<file path="src/design/cdpsl_pkg.sv">
// Package of the current-derated speed loop: widths, register codes, microcode.
`default_nettype none

package cdpsl_pkg;

	localparam int FRACTION_BITS = 24;
	localparam int DUTY_W        = 31;
	localparam int STATE_W       = 40;
	localparam int DIFF_W        = STATE_W + 1;
	localparam int ACC_W         = 52;
	localparam int FIELD_W       = 16;
	localparam int WHEEL_COUNT   = 2;
	localparam int WHEEL_W       = 1;

	localparam int PCT_W   = 7;
	localparam int LIMIT_W = 15;
	localparam int GAIN_W  = 16;

	localparam int CFG_IDX_W  = 3;
	localparam int CFG_DATA_W = 16;

	// Shared multiplier: MUL_A_W by GAIN_W bits, unsigned.
	localparam int MUL_A_W = 20;
	localparam int MUL_P_W = MUL_A_W + GAIN_W;

	// Divider: 32-bit dividend, DIV_BITS quotient bits per step.
	localparam int QUOT_W    = 32;
	localparam int DIV_BITS  = 4;
	localparam int DIV_ITER  = QUOT_W / DIV_BITS;
	localparam int DIV_CNT_W = $clog2(DIV_ITER);

	// Register indexes of the configuration port.
	localparam logic [CFG_IDX_W-1:0] REG_DUTY_NEUTRAL  = 3'd0;
	localparam logic [CFG_IDX_W-1:0] REG_DUTY_FLOOR    = 3'd1;
	localparam logic [CFG_IDX_W-1:0] REG_DUTY_CEILING  = 3'd2;
	localparam logic [CFG_IDX_W-1:0] REG_CURRENT_LIMIT = 3'd3;
	localparam logic [CFG_IDX_W-1:0] REG_PROP_GAIN     = 3'd4;
	localparam logic [CFG_IDX_W-1:0] REG_WINDUP_GAIN   = 3'd5;

	localparam logic [PCT_W-1:0]   RST_NEUTRAL = 7'd50;
	localparam logic [PCT_W-1:0]   RST_FLOOR   = 7'd0;
	localparam logic [PCT_W-1:0]   RST_CEILING = 7'd100;
	localparam logic [LIMIT_W-1:0] RST_LIMIT   = 15'd1000;
	localparam logic [GAIN_W-1:0]  RST_PGAIN   = 16'd839;
	localparam logic [GAIN_W-1:0]  RST_WGAIN   = 16'd39322;

	// Largest duty any setting of the 7-bit percent registers can produce.
	localparam logic [DUTY_W-1:0] DUTY_MAX = DUTY_W'(7'h7F) << FRACTION_BITS;

	function automatic logic [DUTY_W-1:0] pct_scale(input logic [PCT_W-1:0] pct);
		return DUTY_W'(pct) << FRACTION_BITS;
	endfunction

	// Microcode fields.
	typedef enum logic [2:0] {MUL_NONE, MUL_ERR, MUL_PLO, MUL_PHI, MUL_WLO, MUL_WHI} mul_sel_t;
	typedef enum logic [2:0] {ACC_NONE, ACC_INIT, ACC_PLO, ACC_PHI, ACC_WLO, ACC_WHI} acc_op_t;
	typedef enum logic [1:0] {DIV_NONE, DIV_LOAD, DIV_STEP} div_op_t;
	typedef enum logic [1:0] {WIN_NONE, WIN_DIFF, WIN_MAG} win_op_t;
	typedef enum logic [1:0] {FIN_NONE, FIN_SAT, FIN_WRITE} fin_op_t;
	typedef enum logic [1:0] {JMP_NEXT, JMP_WAIT_IN, JMP_LOOP, JMP_WAIT_OUT} jump_t;

	typedef logic [3:0] step_t;

	localparam step_t STEP_WAIT  = 4'd0;
	localparam step_t STEP_ERR   = 4'd1;
	localparam step_t STEP_DIVLD = 4'd2;
	localparam step_t STEP_DIV   = 4'd3;
	localparam step_t STEP_PLO   = 4'd4;
	localparam step_t STEP_PHI   = 4'd5;
	localparam step_t STEP_WLO   = 4'd6;
	localparam step_t STEP_WHI   = 4'd7;
	localparam step_t STEP_WACC  = 4'd8;
	localparam step_t STEP_SAT   = 4'd9;
	localparam step_t STEP_WRITE = 4'd10;

	typedef struct packed {
		mul_sel_t mul;
		acc_op_t  acc;
		div_op_t  div;
		win_op_t  win;
		fin_op_t  fin;
		jump_t    jump;
		step_t    target;
	} ucode_t;

	// Control store: one word per step.
	function automatic ucode_t ucode_rom(input step_t s);
		ucode_t w;
		w = '{mul: MUL_NONE, acc: ACC_NONE, div: DIV_NONE, win: WIN_NONE,
			fin: FIN_NONE, jump: JMP_NEXT, target: STEP_WAIT};
		unique case (s)
			STEP_WAIT: begin
				w.jump = JMP_WAIT_IN;
			end
			STEP_ERR: begin
				w.mul = MUL_ERR;
				w.acc = ACC_INIT;
				w.win = WIN_DIFF;
			end
			STEP_DIVLD: begin
				w.div = DIV_LOAD;
				w.win = WIN_MAG;
			end
			STEP_DIV: begin
				w.div    = DIV_STEP;
				w.jump   = JMP_LOOP;
				w.target = STEP_DIV;
			end
			STEP_PLO: begin
				w.mul = MUL_PLO;
			end
			STEP_PHI: begin
				w.mul = MUL_PHI;
				w.acc = ACC_PLO;
			end
			STEP_WLO: begin
				w.mul = MUL_WLO;
				w.acc = ACC_PHI;
			end
			STEP_WHI: begin
				w.mul = MUL_WHI;
				w.acc = ACC_WLO;
			end
			STEP_WACC: begin
				w.acc = ACC_WHI;
			end
			STEP_SAT: begin
				w.fin = FIN_SAT;
			end
			STEP_WRITE: begin
				w.fin    = FIN_WRITE;
				w.jump   = JMP_WAIT_OUT;
				w.target = STEP_WAIT;
			end
			default: begin
				w.jump   = JMP_WAIT_OUT;
				w.target = STEP_WAIT;
			end
		endcase
		return w;
	endfunction

endpackage

`default_nettype wire

</file>
<file path="src/design/cdpsl_if.sv">
// Channel interfaces of the current-derated speed loop: item, result, configuration.
`default_nettype none

interface cdpsl_in_if;
	import cdpsl_pkg::*;
	logic                      valid;
	logic                      ready;
	logic [WHEEL_W-1:0]        wheel_select;
	logic signed [FIELD_W-1:0] target_speed;
	logic signed [FIELD_W-1:0] motor_current;
	logic signed [FIELD_W-1:0] measured_speed;

	modport source (output valid, wheel_select, target_speed, motor_current,
		measured_speed, input ready);
	modport sink (input valid, wheel_select, target_speed, motor_current,
		measured_speed, output ready);
endinterface

interface cdpsl_out_if;
	import cdpsl_pkg::*;
	logic              valid;
	logic              ready;
	logic [DUTY_W-1:0] applied_duty;
	logic [DUTY_W-1:0] next_duty;
	logic              over_current;

	modport source (output valid, applied_duty, next_duty, over_current, input ready);
	modport sink (input valid, applied_duty, next_duty, over_current, output ready);
endinterface

interface cdpsl_cfg_if;
	import cdpsl_pkg::*;
	logic                  valid;
	logic                  ready;
	logic [CFG_IDX_W-1:0]  index;
	logic [CFG_DATA_W-1:0] data;

	modport source (output valid, index, data, input ready);
	modport sink (input valid, index, data, output ready);
endinterface

`default_nettype wire

</file>
<file path="src/design/current_derated_pi_speed_loop_top.sv">
// Two-wheel current-derated speed loop, top level.
`default_nettype none

// Speed regulator for two wheels. Each item beat names a wheel and carries the
// speed command, the motor current and the measured speed; the block answers
// with one result beat holding the duty stored from that wheel's last update
// (applied_duty), the newly computed duty (next_duty) and the over-current flag.
// Duties are unsigned fixed point in units of 2^-24 percent. The work is run by
// a small microprogram over one shared 20x16 multiplier, a 52-bit accumulator
// and a radix-16 restoring divider. Each item runs through its steps in turn:
// accept the beat, form the derating product and windup difference, run eight
// divider steps of four quotient bits each (the longest part of the item), then
// five multiply/accumulate steps, and at the end saturate the result and write
// back. The result sits in an output register; the next item is accepted while
// it waits, and the sequencer holds at its write step only if a second result
// is ready before the first has been taken. Configuration beats are taken in
// any cycle (cfg.ready is tied high) and must only come while the block is idle.
module current_derated_pi_speed_loop_top (
	input  logic            clk,
	input  logic            arst_n,
	cdpsl_in_if.sink        item,
	cdpsl_out_if.source     result,
	cdpsl_cfg_if.sink       cfg
);
	import cdpsl_pkg::*;

	// Configuration registers.
	logic [PCT_W-1:0]   neutral_q;
	logic [PCT_W-1:0]   floor_q;
	logic [PCT_W-1:0]   ceil_q;
	logic [LIMIT_W-1:0] limit_q;
	logic [GAIN_W-1:0]  pgain_q;
	logic [GAIN_W-1:0]  wgain_q;

	// Per-wheel loop state.
	logic signed [STATE_W-1:0] lm_q  [WHEEL_COUNT];
	logic signed [STATE_W-1:0] unc_q [WHEEL_COUNT];
	logic [DUTY_W-1:0]         held_q[WHEEL_COUNT];

	// Captured item.
	logic [WHEEL_W-1:0]        wheel_q;
	logic signed [FIELD_W-1:0] cmd_q;
	logic signed [FIELD_W-1:0] cur_q;
	logic signed [FIELD_W-1:0] spd_q;

	// Sequencer.
	step_t  step_q;
	step_t  step_n;
	ucode_t cw;

	// Datapath registers.
	logic [MUL_P_W-1:0]       p_q;
	logic signed [ACC_W-1:0]  acc_q;
	logic signed [DIFF_W-1:0] diff_q;
	logic [STATE_W-1:0]       aw_mag_q;
	logic                     aw_neg_q;
	logic [LIMIT_W-1:0]       rem_q;
	logic [QUOT_W-1:0]        dq_q;
	logic [DIV_CNT_W-1:0]     cnt_q;
	logic signed [STATE_W-1:0] u_q;

	// Output register.
	logic              out_valid_q;
	logic [DUTY_W-1:0] applied_q;
	logic [DUTY_W-1:0] next_q;
	logic              over_q;

	// Scaled bounds.
	logic [DUTY_W-1:0] neutral_s;
	logic [DUTY_W-1:0] floor_s;
	logic [DUTY_W-1:0] ceil_s;

	assign neutral_s = pct_scale(neutral_q);
	assign floor_s   = pct_scale(floor_q);
	assign ceil_s    = pct_scale(ceil_q);

	// Handshakes.
	logic item_fire;
	logic out_free;
	logic do_write;

	assign cw        = ucode_rom(step_q);
	assign item.ready = (cw.jump == JMP_WAIT_IN);
	assign item_fire = item.valid && item.ready;
	assign out_free  = !out_valid_q || result.ready;
	assign do_write  = (cw.fin == FIN_WRITE) && out_free;
	assign cfg.ready = 1'b1;

	assign result.valid        = out_valid_q;
	assign result.applied_duty = applied_q;
	assign result.next_duty    = next_q;
	assign result.over_current = over_q;

	// Item decode: speed error, current magnitude, derating factor.
	logic signed [FIELD_W:0] err;
	logic [FIELD_W-1:0]      err_mag;
	logic [FIELD_W-1:0]      cur_mag;
	logic signed [FIELD_W:0] drate;
	logic [FIELD_W-1:0]      drate_mag;
	logic                    cmd_nz;
	logic                    over;
	logic                    sc_neg;
	logic                    lim_zero;

	assign err       = (FIELD_W+1)'(cmd_q) - (FIELD_W+1)'(spd_q);
	assign err_mag   = err[FIELD_W] ? FIELD_W'(-err) : err[FIELD_W-1:0];
	assign cur_mag   = cur_q[FIELD_W-1] ? FIELD_W'(-cur_q) : FIELD_W'(cur_q);
	assign drate     = $signed((FIELD_W+1)'(limit_q)) - $signed((FIELD_W+1)'(cur_mag));
	assign drate_mag = drate[FIELD_W] ? FIELD_W'(-drate) : drate[FIELD_W-1:0];
	assign cmd_nz    = (cmd_q != '0);
	assign over      = cmd_nz && (cur_mag > FIELD_W'(limit_q));
	// Sign of the scaled error; a zero product makes it irrelevant.
	assign sc_neg    = err[FIELD_W] ^ drate[FIELD_W];
	assign lim_zero  = (limit_q == '0);

	// Windup difference against the bound that the stored unclamped output crossed.
	logic signed [DIFF_W-1:0] prev_x;
	logic signed [DIFF_W-1:0] hi_x;
	logic signed [DIFF_W-1:0] lo_x;
	logic signed [DIFF_W-1:0] diff_n;

	assign prev_x = DIFF_W'(unc_q[wheel_q]);
	assign hi_x   = $signed(DIFF_W'(ceil_s));
	assign lo_x   = $signed(DIFF_W'(floor_s));

	always_comb begin
		priority if (prev_x > hi_x) begin
			diff_n = prev_x - hi_x;
		end else if (prev_x < lo_x) begin
			diff_n = prev_x - lo_x;
		end else begin
			diff_n = '0;
		end
	end

	// Quotient of the derated error; a zero limit forces it to zero.
	logic [QUOT_W-1:0] quot;
	assign quot = lim_zero ? '0 : dq_q;

	// Shared multiplier operand select.
	logic [MUL_A_W-1:0] mul_a;
	logic [GAIN_W-1:0]  mul_b;

	always_comb begin
		mul_a = '0;
		mul_b = '0;
		unique case (cw.mul)
			MUL_NONE: begin
				mul_a = '0;
				mul_b = '0;
			end
			MUL_ERR: begin
				mul_a = MUL_A_W'(err_mag);
				mul_b = drate_mag;
			end
			MUL_PLO: begin
				mul_a = quot[MUL_A_W-1:0];
				mul_b = pgain_q;
			end
			MUL_PHI: begin
				mul_a = MUL_A_W'(quot[QUOT_W-1:MUL_A_W]);
				mul_b = pgain_q;
			end
			MUL_WLO: begin
				mul_a = aw_mag_q[MUL_A_W-1:0];
				mul_b = wgain_q;
			end
			MUL_WHI: begin
				mul_a = aw_mag_q[STATE_W-1:MUL_A_W];
				mul_b = wgain_q;
			end
			default: begin
				mul_a = '0;
				mul_b = '0;
			end
		endcase
	end

	// Accumulator term: product placed at its weight, added or subtracted.
	logic [ACC_W-1:0] acc_term;
	logic             acc_sub;

	always_comb begin
		acc_term = '0;
		acc_sub  = 1'b0;
		unique case (cw.acc)
			ACC_NONE, ACC_INIT: begin
				acc_term = '0;
				acc_sub  = 1'b0;
			end
			ACC_PLO: begin
				acc_term = ACC_W'(p_q);
				acc_sub  = sc_neg;
			end
			ACC_PHI: begin
				acc_term = ACC_W'(p_q) << MUL_A_W;
				acc_sub  = sc_neg;
			end
			// Windup product is shifted down by the gain's fraction bits; the
			// low half drops its fraction, the high half lands above it.
			ACC_WLO: begin
				acc_term = ACC_W'(p_q >> GAIN_W);
				acc_sub  = !aw_neg_q;
			end
			ACC_WHI: begin
				acc_term = ACC_W'(p_q) << (MUL_A_W - GAIN_W);
				acc_sub  = !aw_neg_q;
			end
			default: begin
				acc_term = '0;
				acc_sub  = 1'b0;
			end
		endcase
	end

	// Four restoring divide steps per cycle.
	logic [LIMIT_W-1:0] div_rem_n;
	logic [QUOT_W-1:0]  div_quo_n;
	logic [LIMIT_W:0]   div_trial;

	always_comb begin
		div_rem_n = rem_q;
		div_quo_n = dq_q;
		div_trial = '0;
		for (int i = 0; i < DIV_BITS; i++) begin
			div_trial = {div_rem_n, div_quo_n[QUOT_W-1]};
			div_quo_n = {div_quo_n[QUOT_W-2:0], 1'b0};
			if (div_trial >= (LIMIT_W+1)'(limit_q)) begin
				div_trial    = div_trial - (LIMIT_W+1)'(limit_q);
				div_quo_n[0] = 1'b1;
			end
			div_rem_n = div_trial[LIMIT_W-1:0];
		end
	end

	logic cnt_last;
	assign cnt_last = (cnt_q == DIV_CNT_W'(DIV_ITER - 1));

	// Saturate the accumulator to the 40-bit state width.
	logic signed [STATE_W-1:0] sat_n;
	logic                      acc_fits;

	assign acc_fits = (acc_q[ACC_W-1:STATE_W-1] == '0) || (acc_q[ACC_W-1:STATE_W-1] == '1);

	always_comb begin
		if (acc_fits) begin
			sat_n = acc_q[STATE_W-1:0];
		end else if (acc_q[ACC_W-1]) begin
			sat_n = {1'b1, {(STATE_W-1){1'b0}}};
		end else begin
			sat_n = {1'b0, {(STATE_W-1){1'b1}}};
		end
	end

	// Clamp and write-back values; the ceiling test wins over the floor test.
	logic [DUTY_W-1:0]         clamped;
	logic signed [STATE_W-1:0] lm_new;
	logic [DUTY_W-1:0]         next_n;

	always_comb begin
		priority if (u_q > $signed(STATE_W'(ceil_s))) begin
			clamped = ceil_s;
		end else if (u_q < $signed(STATE_W'(floor_s))) begin
			clamped = floor_s;
		end else begin
			clamped = u_q[DUTY_W-1:0];
		end
	end

	assign lm_new = $signed(STATE_W'(clamped)) - $signed(STATE_W'(neutral_s));
	// Over current and a zero command both send the neutral duty.
	assign next_n = (over || !cmd_nz) ? neutral_s : clamped;

	// Next step.
	always_comb begin
		unique case (cw.jump)
			JMP_NEXT:     step_n = step_q + 4'd1;
			JMP_WAIT_IN:  step_n = item_fire ? step_q + 4'd1 : step_q;
			JMP_LOOP:     step_n = cnt_last ? step_q + 4'd1 : cw.target;
			JMP_WAIT_OUT: step_n = out_free ? cw.target : step_q;
			default:      step_n = STEP_WAIT;
		endcase
	end

	// Control state: step counter, configuration, loop state, output valid.
	always_ff @(posedge clk or negedge arst_n) begin
		if (!arst_n) begin
			step_q      <= STEP_WAIT;
			out_valid_q <= 1'b0;
			neutral_q   <= RST_NEUTRAL;
			floor_q     <= RST_FLOOR;
			ceil_q      <= RST_CEILING;
			limit_q     <= RST_LIMIT;
			pgain_q     <= RST_PGAIN;
			wgain_q     <= RST_WGAIN;
			for (int w = 0; w < WHEEL_COUNT; w++) begin
				lm_q[w]   <= '0;
				unc_q[w]  <= $signed(STATE_W'(pct_scale(RST_NEUTRAL)));
				held_q[w] <= pct_scale(RST_NEUTRAL);
			end
		end else begin
			step_q <= step_n;

			if (cfg.valid) begin
				unique case (cfg.index)
					REG_DUTY_NEUTRAL:  neutral_q <= cfg.data[PCT_W-1:0];
					REG_DUTY_FLOOR:    floor_q   <= cfg.data[PCT_W-1:0];
					REG_DUTY_CEILING:  ceil_q    <= cfg.data[PCT_W-1:0];
					REG_CURRENT_LIMIT: limit_q   <= cfg.data[LIMIT_W-1:0];
					REG_PROP_GAIN:     pgain_q   <= cfg.data[GAIN_W-1:0];
					REG_WINDUP_GAIN:   wgain_q   <= cfg.data[GAIN_W-1:0];
					default: ;
				endcase
			end

			// Write back: held duty always, loop state only when not over current.
			if (do_write) begin
				held_q[wheel_q] <= next_n;
				if (!over) begin
					lm_q[wheel_q]  <= lm_new;
					unc_q[wheel_q] <= u_q;
				end
			end

			if (do_write) begin
				out_valid_q <= 1'b1;
			end else if (result.ready) begin
				out_valid_q <= 1'b0;
			end
		end
	end

	// Datapath and payload registers.
	always_ff @(posedge clk) begin
		if (item_fire) begin
			wheel_q <= item.wheel_select;
			cmd_q   <= item.target_speed;
			cur_q   <= item.motor_current;
			spd_q   <= item.measured_speed;
		end

		if (cw.mul != MUL_NONE) begin
			p_q <= MUL_P_W'(mul_a) * MUL_P_W'(mul_b);
		end

		if (cw.acc == ACC_INIT) begin
			acc_q <= ACC_W'(lm_q[wheel_q]) + $signed(ACC_W'(neutral_s));
		end else if (cw.acc != ACC_NONE) begin
			acc_q <= acc_sub ? acc_q - $signed(acc_term) : acc_q + $signed(acc_term);
		end

		if (cw.win == WIN_DIFF) begin
			diff_q <= diff_n;
		end else if (cw.win == WIN_MAG) begin
			aw_neg_q <= diff_q[DIFF_W-1];
			aw_mag_q <= STATE_W'(diff_q[DIFF_W-1] ? -diff_q : diff_q);
		end

		if (cw.div == DIV_LOAD) begin
			dq_q  <= p_q[QUOT_W-1:0];
			rem_q <= '0;
			cnt_q <= '0;
		end else if (cw.div == DIV_STEP) begin
			dq_q  <= div_quo_n;
			rem_q <= div_rem_n;
			cnt_q <= cnt_q + DIV_CNT_W'(1);
		end

		if (cw.fin == FIN_SAT) begin
			u_q <= sat_n;
		end

		if (do_write) begin
			applied_q <= held_q[wheel_q];
			next_q    <= next_n;
			over_q    <= over;
		end
	end

endmodule

`default_nettype wire

</file>
<file path="src/flat_wrapper.sv">
// flat-port wrapper written by rule: the top's interface ports become plain ports
module current_derated_pi_speed_loop_top_flat import cdpsl_pkg::*;
  (clk, arst_n, item_valid, item_wheel_select, item_target_speed, item_motor_current, item_measured_speed, item_ready, result_valid, result_applied_duty, result_next_duty, result_over_current, result_ready, cfg_valid, cfg_index, cfg_data, cfg_ready);
  cdpsl_in_if item_i ();
  cdpsl_out_if result_i ();
  cdpsl_cfg_if cfg_i ();
  input  logic clk;
  input  logic arst_n;
  input wire logic [$bits(item_i.valid)-1:0] item_valid;
  input wire logic [$bits(item_i.wheel_select)-1:0] item_wheel_select;
  input wire logic [$bits(item_i.target_speed)-1:0] item_target_speed;
  input wire logic [$bits(item_i.motor_current)-1:0] item_motor_current;
  input wire logic [$bits(item_i.measured_speed)-1:0] item_measured_speed;
  output wire logic [$bits(item_i.ready)-1:0] item_ready;
  output wire logic [$bits(result_i.valid)-1:0] result_valid;
  output wire logic [$bits(result_i.applied_duty)-1:0] result_applied_duty;
  output wire logic [$bits(result_i.next_duty)-1:0] result_next_duty;
  output wire logic [$bits(result_i.over_current)-1:0] result_over_current;
  input wire logic [$bits(result_i.ready)-1:0] result_ready;
  input wire logic [$bits(cfg_i.valid)-1:0] cfg_valid;
  input wire logic [$bits(cfg_i.index)-1:0] cfg_index;
  input wire logic [$bits(cfg_i.data)-1:0] cfg_data;
  output wire logic [$bits(cfg_i.ready)-1:0] cfg_ready;
  assign item_i.valid = item_valid;
  assign item_i.wheel_select = item_wheel_select;
  assign item_i.target_speed = item_target_speed;
  assign item_i.motor_current = item_motor_current;
  assign item_i.measured_speed = item_measured_speed;
  assign item_ready = item_i.ready;
  assign result_valid = result_i.valid;
  assign result_applied_duty = result_i.applied_duty;
  assign result_next_duty = result_i.next_duty;
  assign result_over_current = result_i.over_current;
  assign result_i.ready = result_ready;
  assign cfg_i.valid = cfg_valid;
  assign cfg_i.index = cfg_index;
  assign cfg_i.data = cfg_data;
  assign cfg_ready = cfg_i.ready;
  current_derated_pi_speed_loop_top u_core (.clk(clk), .arst_n(arst_n), .item(item_i), .result(result_i), .cfg(cfg_i));
endmodule
</file>
<file path="config.mk">
export PLATFORM = sky130hd
export DESIGN_NAME = current_derated_pi_speed_loop_top_flat
export DESIGN_NICKNAME = d
export VERILOG_FILES = /design/src/design/cdpsl_pkg.sv /design/src/design/cdpsl_if.sv /design/src/design/current_derated_pi_speed_loop_top.sv /design/src/flat_wrapper.sv
export SDC_FILE = /design/constraint.sdc
export NUM_CORES = 2
export LEC_CHECK = 0
export BUFFER_PORTS_ARGS = -buffer_cell sky130_fd_sc_hd__buf_2
export CAP_MARGIN = 20
export CORE_MARGIN = 2
export CORE_UTILIZATION = 45
export DETAILED_ROUTE_END_ITERATION = 7
export MAX_ROUTING_LAYER = met4
export SLEW_MARGIN = 20
export SYNTH_ARGS = -nofsm -noshare
export SYNTH_HDL_FRONTEND = slang
export SYNTH_SLANG_ARGS = --single-unit
</file>
<file path="constraint.sdc">
create_clock -name clk -period 29.9 [get_ports clk]
set_clock_uncertainty 0.1 [all_clocks]
set_input_delay 5.98 -clock clk [delete_from_list [all_inputs] [get_ports clk]]
set_output_delay 5.98 -clock clk [all_outputs]
set_load 0.005 [all_outputs]
</file>
==> key figures <==
Status
  – Outcome: complete, but fails checks
  – Violated checks: design-rule violations

Layout
  – Layout cells sized above 1: 11.3%
  – Fin cells: approximately 6700
  – # diodes: 0
  – Area added between synthesis and finish: 10.3%
  – Final net count: 5874
  – Commonest non-fill, non-tap cell in the layout: nand2_1
  – Commonest cells after routing, fill and taps aside: nand2_1 (850), inv_1 (450), edfxtp_1 (354)

Setup path
  – CP arrival: 12.54 ns
  – CP peak stage delay: 0.69 ns
  – Worst EP required: about 30 ns
  – Crit. Startpoint: u_core.limit_q[1]
  – Worst path slowest cell: nand3_1
  – Buffers and inverters on the worst path: 4
  – RR Startpoint: u_core.limit_q[1]
  – Critical path class: reg -> reg
  – Cell family with most CP delay: compound AO/OA/AOI/OAI gates
  – Worst setup EP type: register
  – Crit-path max FO: 25
  – Critical Path Start Type: register

Global route
  – Vias in the first global route: ~38000
  – First-pass GRT wire length: about 230000 µm
  – Initial antenna violation count: 5
  – Gr ovfl total: 0
  – Pin count of the biggest net entering global routing: a little under 100
  – All-Layer GR Usage: 27.8%

Place
  – Inst Count DP: 6570
  – Port bufs: 137
  – Placer Congestion: 1.00
  – DP Wirelength: 112000 µm

Drt
  – 1st-iter DRT viols: ~3700
  – Routed Antenna Nets: 0
  – Vias: 38900
  – Vias/cell: 5.80
  – Drt drc: 2
  – WL final: 151000 µm
  – DR WL/cell: about 22 µm
  – Wire length on met1: 67800 µm
  – DR top layer: met4
  – Met2 wire length: 68700 µm
  – Drt first pass iters: 8
  – Met3 routed WL: ~9000 µm

Synthesis
  – Sequential area share after synthesis: 36.6%
  – Mapped Avg Cell Area: 9.54 µm²
  – Post-Syn Area: between 40000 and 50000 µm²
  – Post-synth top flop: edfxtp_1
  – Synthesized Nets: 5806
  – Yosys Warn Count: 0
  – FFs w/ async S/R, synth: 42.9%
  – Post-synth EDFFs: 354
  – Synth unique cells: 92
  – Flops & latches, synth: 651
  – Synthesized netlist cell count: between 5000 and 6000

Floorplan
  – Io pins: 139
  – Core Footprint: 109000 µm²
  – # rows: 121
  – Die ar.: 112000 µm²
  – Die height: 335 µm
  – Initial Util: 45.3%
  – Die width: about 330 µm

Clock network
  – CTS-repair resized insts: 0
  – Worst-Skew Late Latency: 0.66 ns
  – H-tree depth: 3
  – Number of setup buffers added after CTS: 0
  – Max clock buf depth: 3
  – CTS tree: built
  – Post-CTS Hold Buffers: 0
  – Root cell of the clock tree: clkbuf_16
  – Clock transition at path regs: 0.06 ns
  – CTS buffer count: 75
  – # clock sinks: approximately 650

STA
  – Period utilization: around 40%
  – Max-slew violations: 0
  – Unrepaired setup endpoints after global routing: no
  – Final setup fails: 0
  – Shortest period the worst path allows: 12.11 ns
  – Final hold vios: 0
  – Worst Max-Slew Pin Slew: 1.04 ns
  – Max-slew headroom: between 30% and 40%
  – Post-Route Setup TNS: 0 ns
  – FMAX: ~0.083 GHz

Hold path
  – HP Class: reg -> reg
  – Hold Path Origin: u_core.unc_q[65]

Job
  – MaxCap Viol Count: 0
[kinds of logic after synthesis]
family / Yosys count / synth area share, %
and+or+nand+nor: 1658 / 15.3
AOI/OAI and AO/OA: 1077 / 14.0
buffers and inverters: 684 / 5.23
DFF: 651 / 36.6
adders and majority gates: 567 / 18.4
xor gates and xnor gates: 270 / 4.80
muxes: 258 / 5.67
other: 1 / 0.00761
[routing by layer]
layer | vias to the layer above | track usage, %
met1 | 19200 | 38.3
met4 | 0 | 8.41
li1 | 18100 | -
met2 | 1318 | 43.2
met5 | - | -
met3 | 252 | 3.04
[layout make-up]
cell class	count	area (µm²)
repair buffers	221	1360
inverters	454	1700
clock inverters	39	524
clock buffers	100	2120
fillers	10200	54400
flip-flops and latches	651	18000
multi-input cells	3831	28900
well taps	1414	1770
[state kept, by name (all words and copies together) (netlist names), 16 cells and up]
register,cells
u_core.aw_mag_q,40
u_core.pgain_q,16
u_core.acc_q,52
u_core.p_q,36
u_core.dq_q,32
u_core.diff_q,41
u_core.lm_q,64
u_core.result.next_duty,31
u_core.spd_q,16
u_core.cmd_q,16
u_core.cur_q,16
u_core.unc_q,80
u_core.u_q,40
u_core.wgain_q,16
u_core.held_q,62
u_core.result.applied_duty,31
[cell usage after synthesis (13+ instances only)]
library cell	n	area [µm²]
a222oi_1	18	180
o211ai_1	18	135
ha_1	306	3830
a21boi_0	13	97.6
nand2b_1	39	244
nand3_1	78	390
o31ai_1	27	203
a22oi_1	40	300
nor4_1	47	294
a211oi_1	33	248
dfrtp_1	241	6030
nor2_1	270	1010
o221ai_1	13	114
xnor2_1	165	1450
o41ai_1	15	131
buf_1	16	60.1
or3_1	22	138
a31oi_1	22	138
nand2_1	852	3200
o21ai_1	160	801
a21oi_1	222	1110
clkbuf_1	209	785
mux2_2	165	1860
and2_1	93	582
nor3_1	63	315
inv_1	450	1690
dfstp_2	38	998
or4_1	15	113
nor2b_1	47	294
dfxtp_1	18	360
a2111oi_0	13	114
xor2_1	105	920
o21a_1	46	345
o21ai_0	180	901
nand4_1	36	225
mux2i_1	89	891
o21bai_1	20	150
and3_1	27	169
fa_1	261	5230
a21o_1	128	961
nor3b_1	16	120
edfxtp_1	354	10600
[metrics by stage]
stage               area (µm²)  hold slack, ns  worst slack [ns]  util, %
floorplan                49300           0.337             19.37        -
detailed placement       51700           0.350             17.91     47.5
CTS                      54300           0.360             17.85     50.0
global route             54300           0.380             16.88     50.0
global placement         51600           0.346             18.04     47.5
finish                   54300           0.360             17.79     50.0
[final timing paths]
| path | end | depth (start not counted) | slack (ns) |
|---|---|---|---|
| worst max register to register | u_core.rem_q[12] | 39 | 17.79 |
| worst min-delay path | u_core.unc_q[65] | 2 | 0.36 |
| min in group asynchronous | u_core.neutral_q[2] | 1 | 5.23 |
| worst min register to register | u_core.unc_q[65] | 2 | 0.36 |
| max in group asynchronous | u_core.unc_q[15] | 2 | 23.00 |
| worst max-delay path | u_core.rem_q[12] | 39 | 17.79 |
[worst min-delay path, delay by kind of cell (launching register included)]
family / cells / cell delay, ns
flops: 1 / 0.37
simple gates: 2 / 0.10
Power is left out: the tool's default activity adds up to more than one toggle a clock period on the data nets, which glitch-free logic cannot reach.
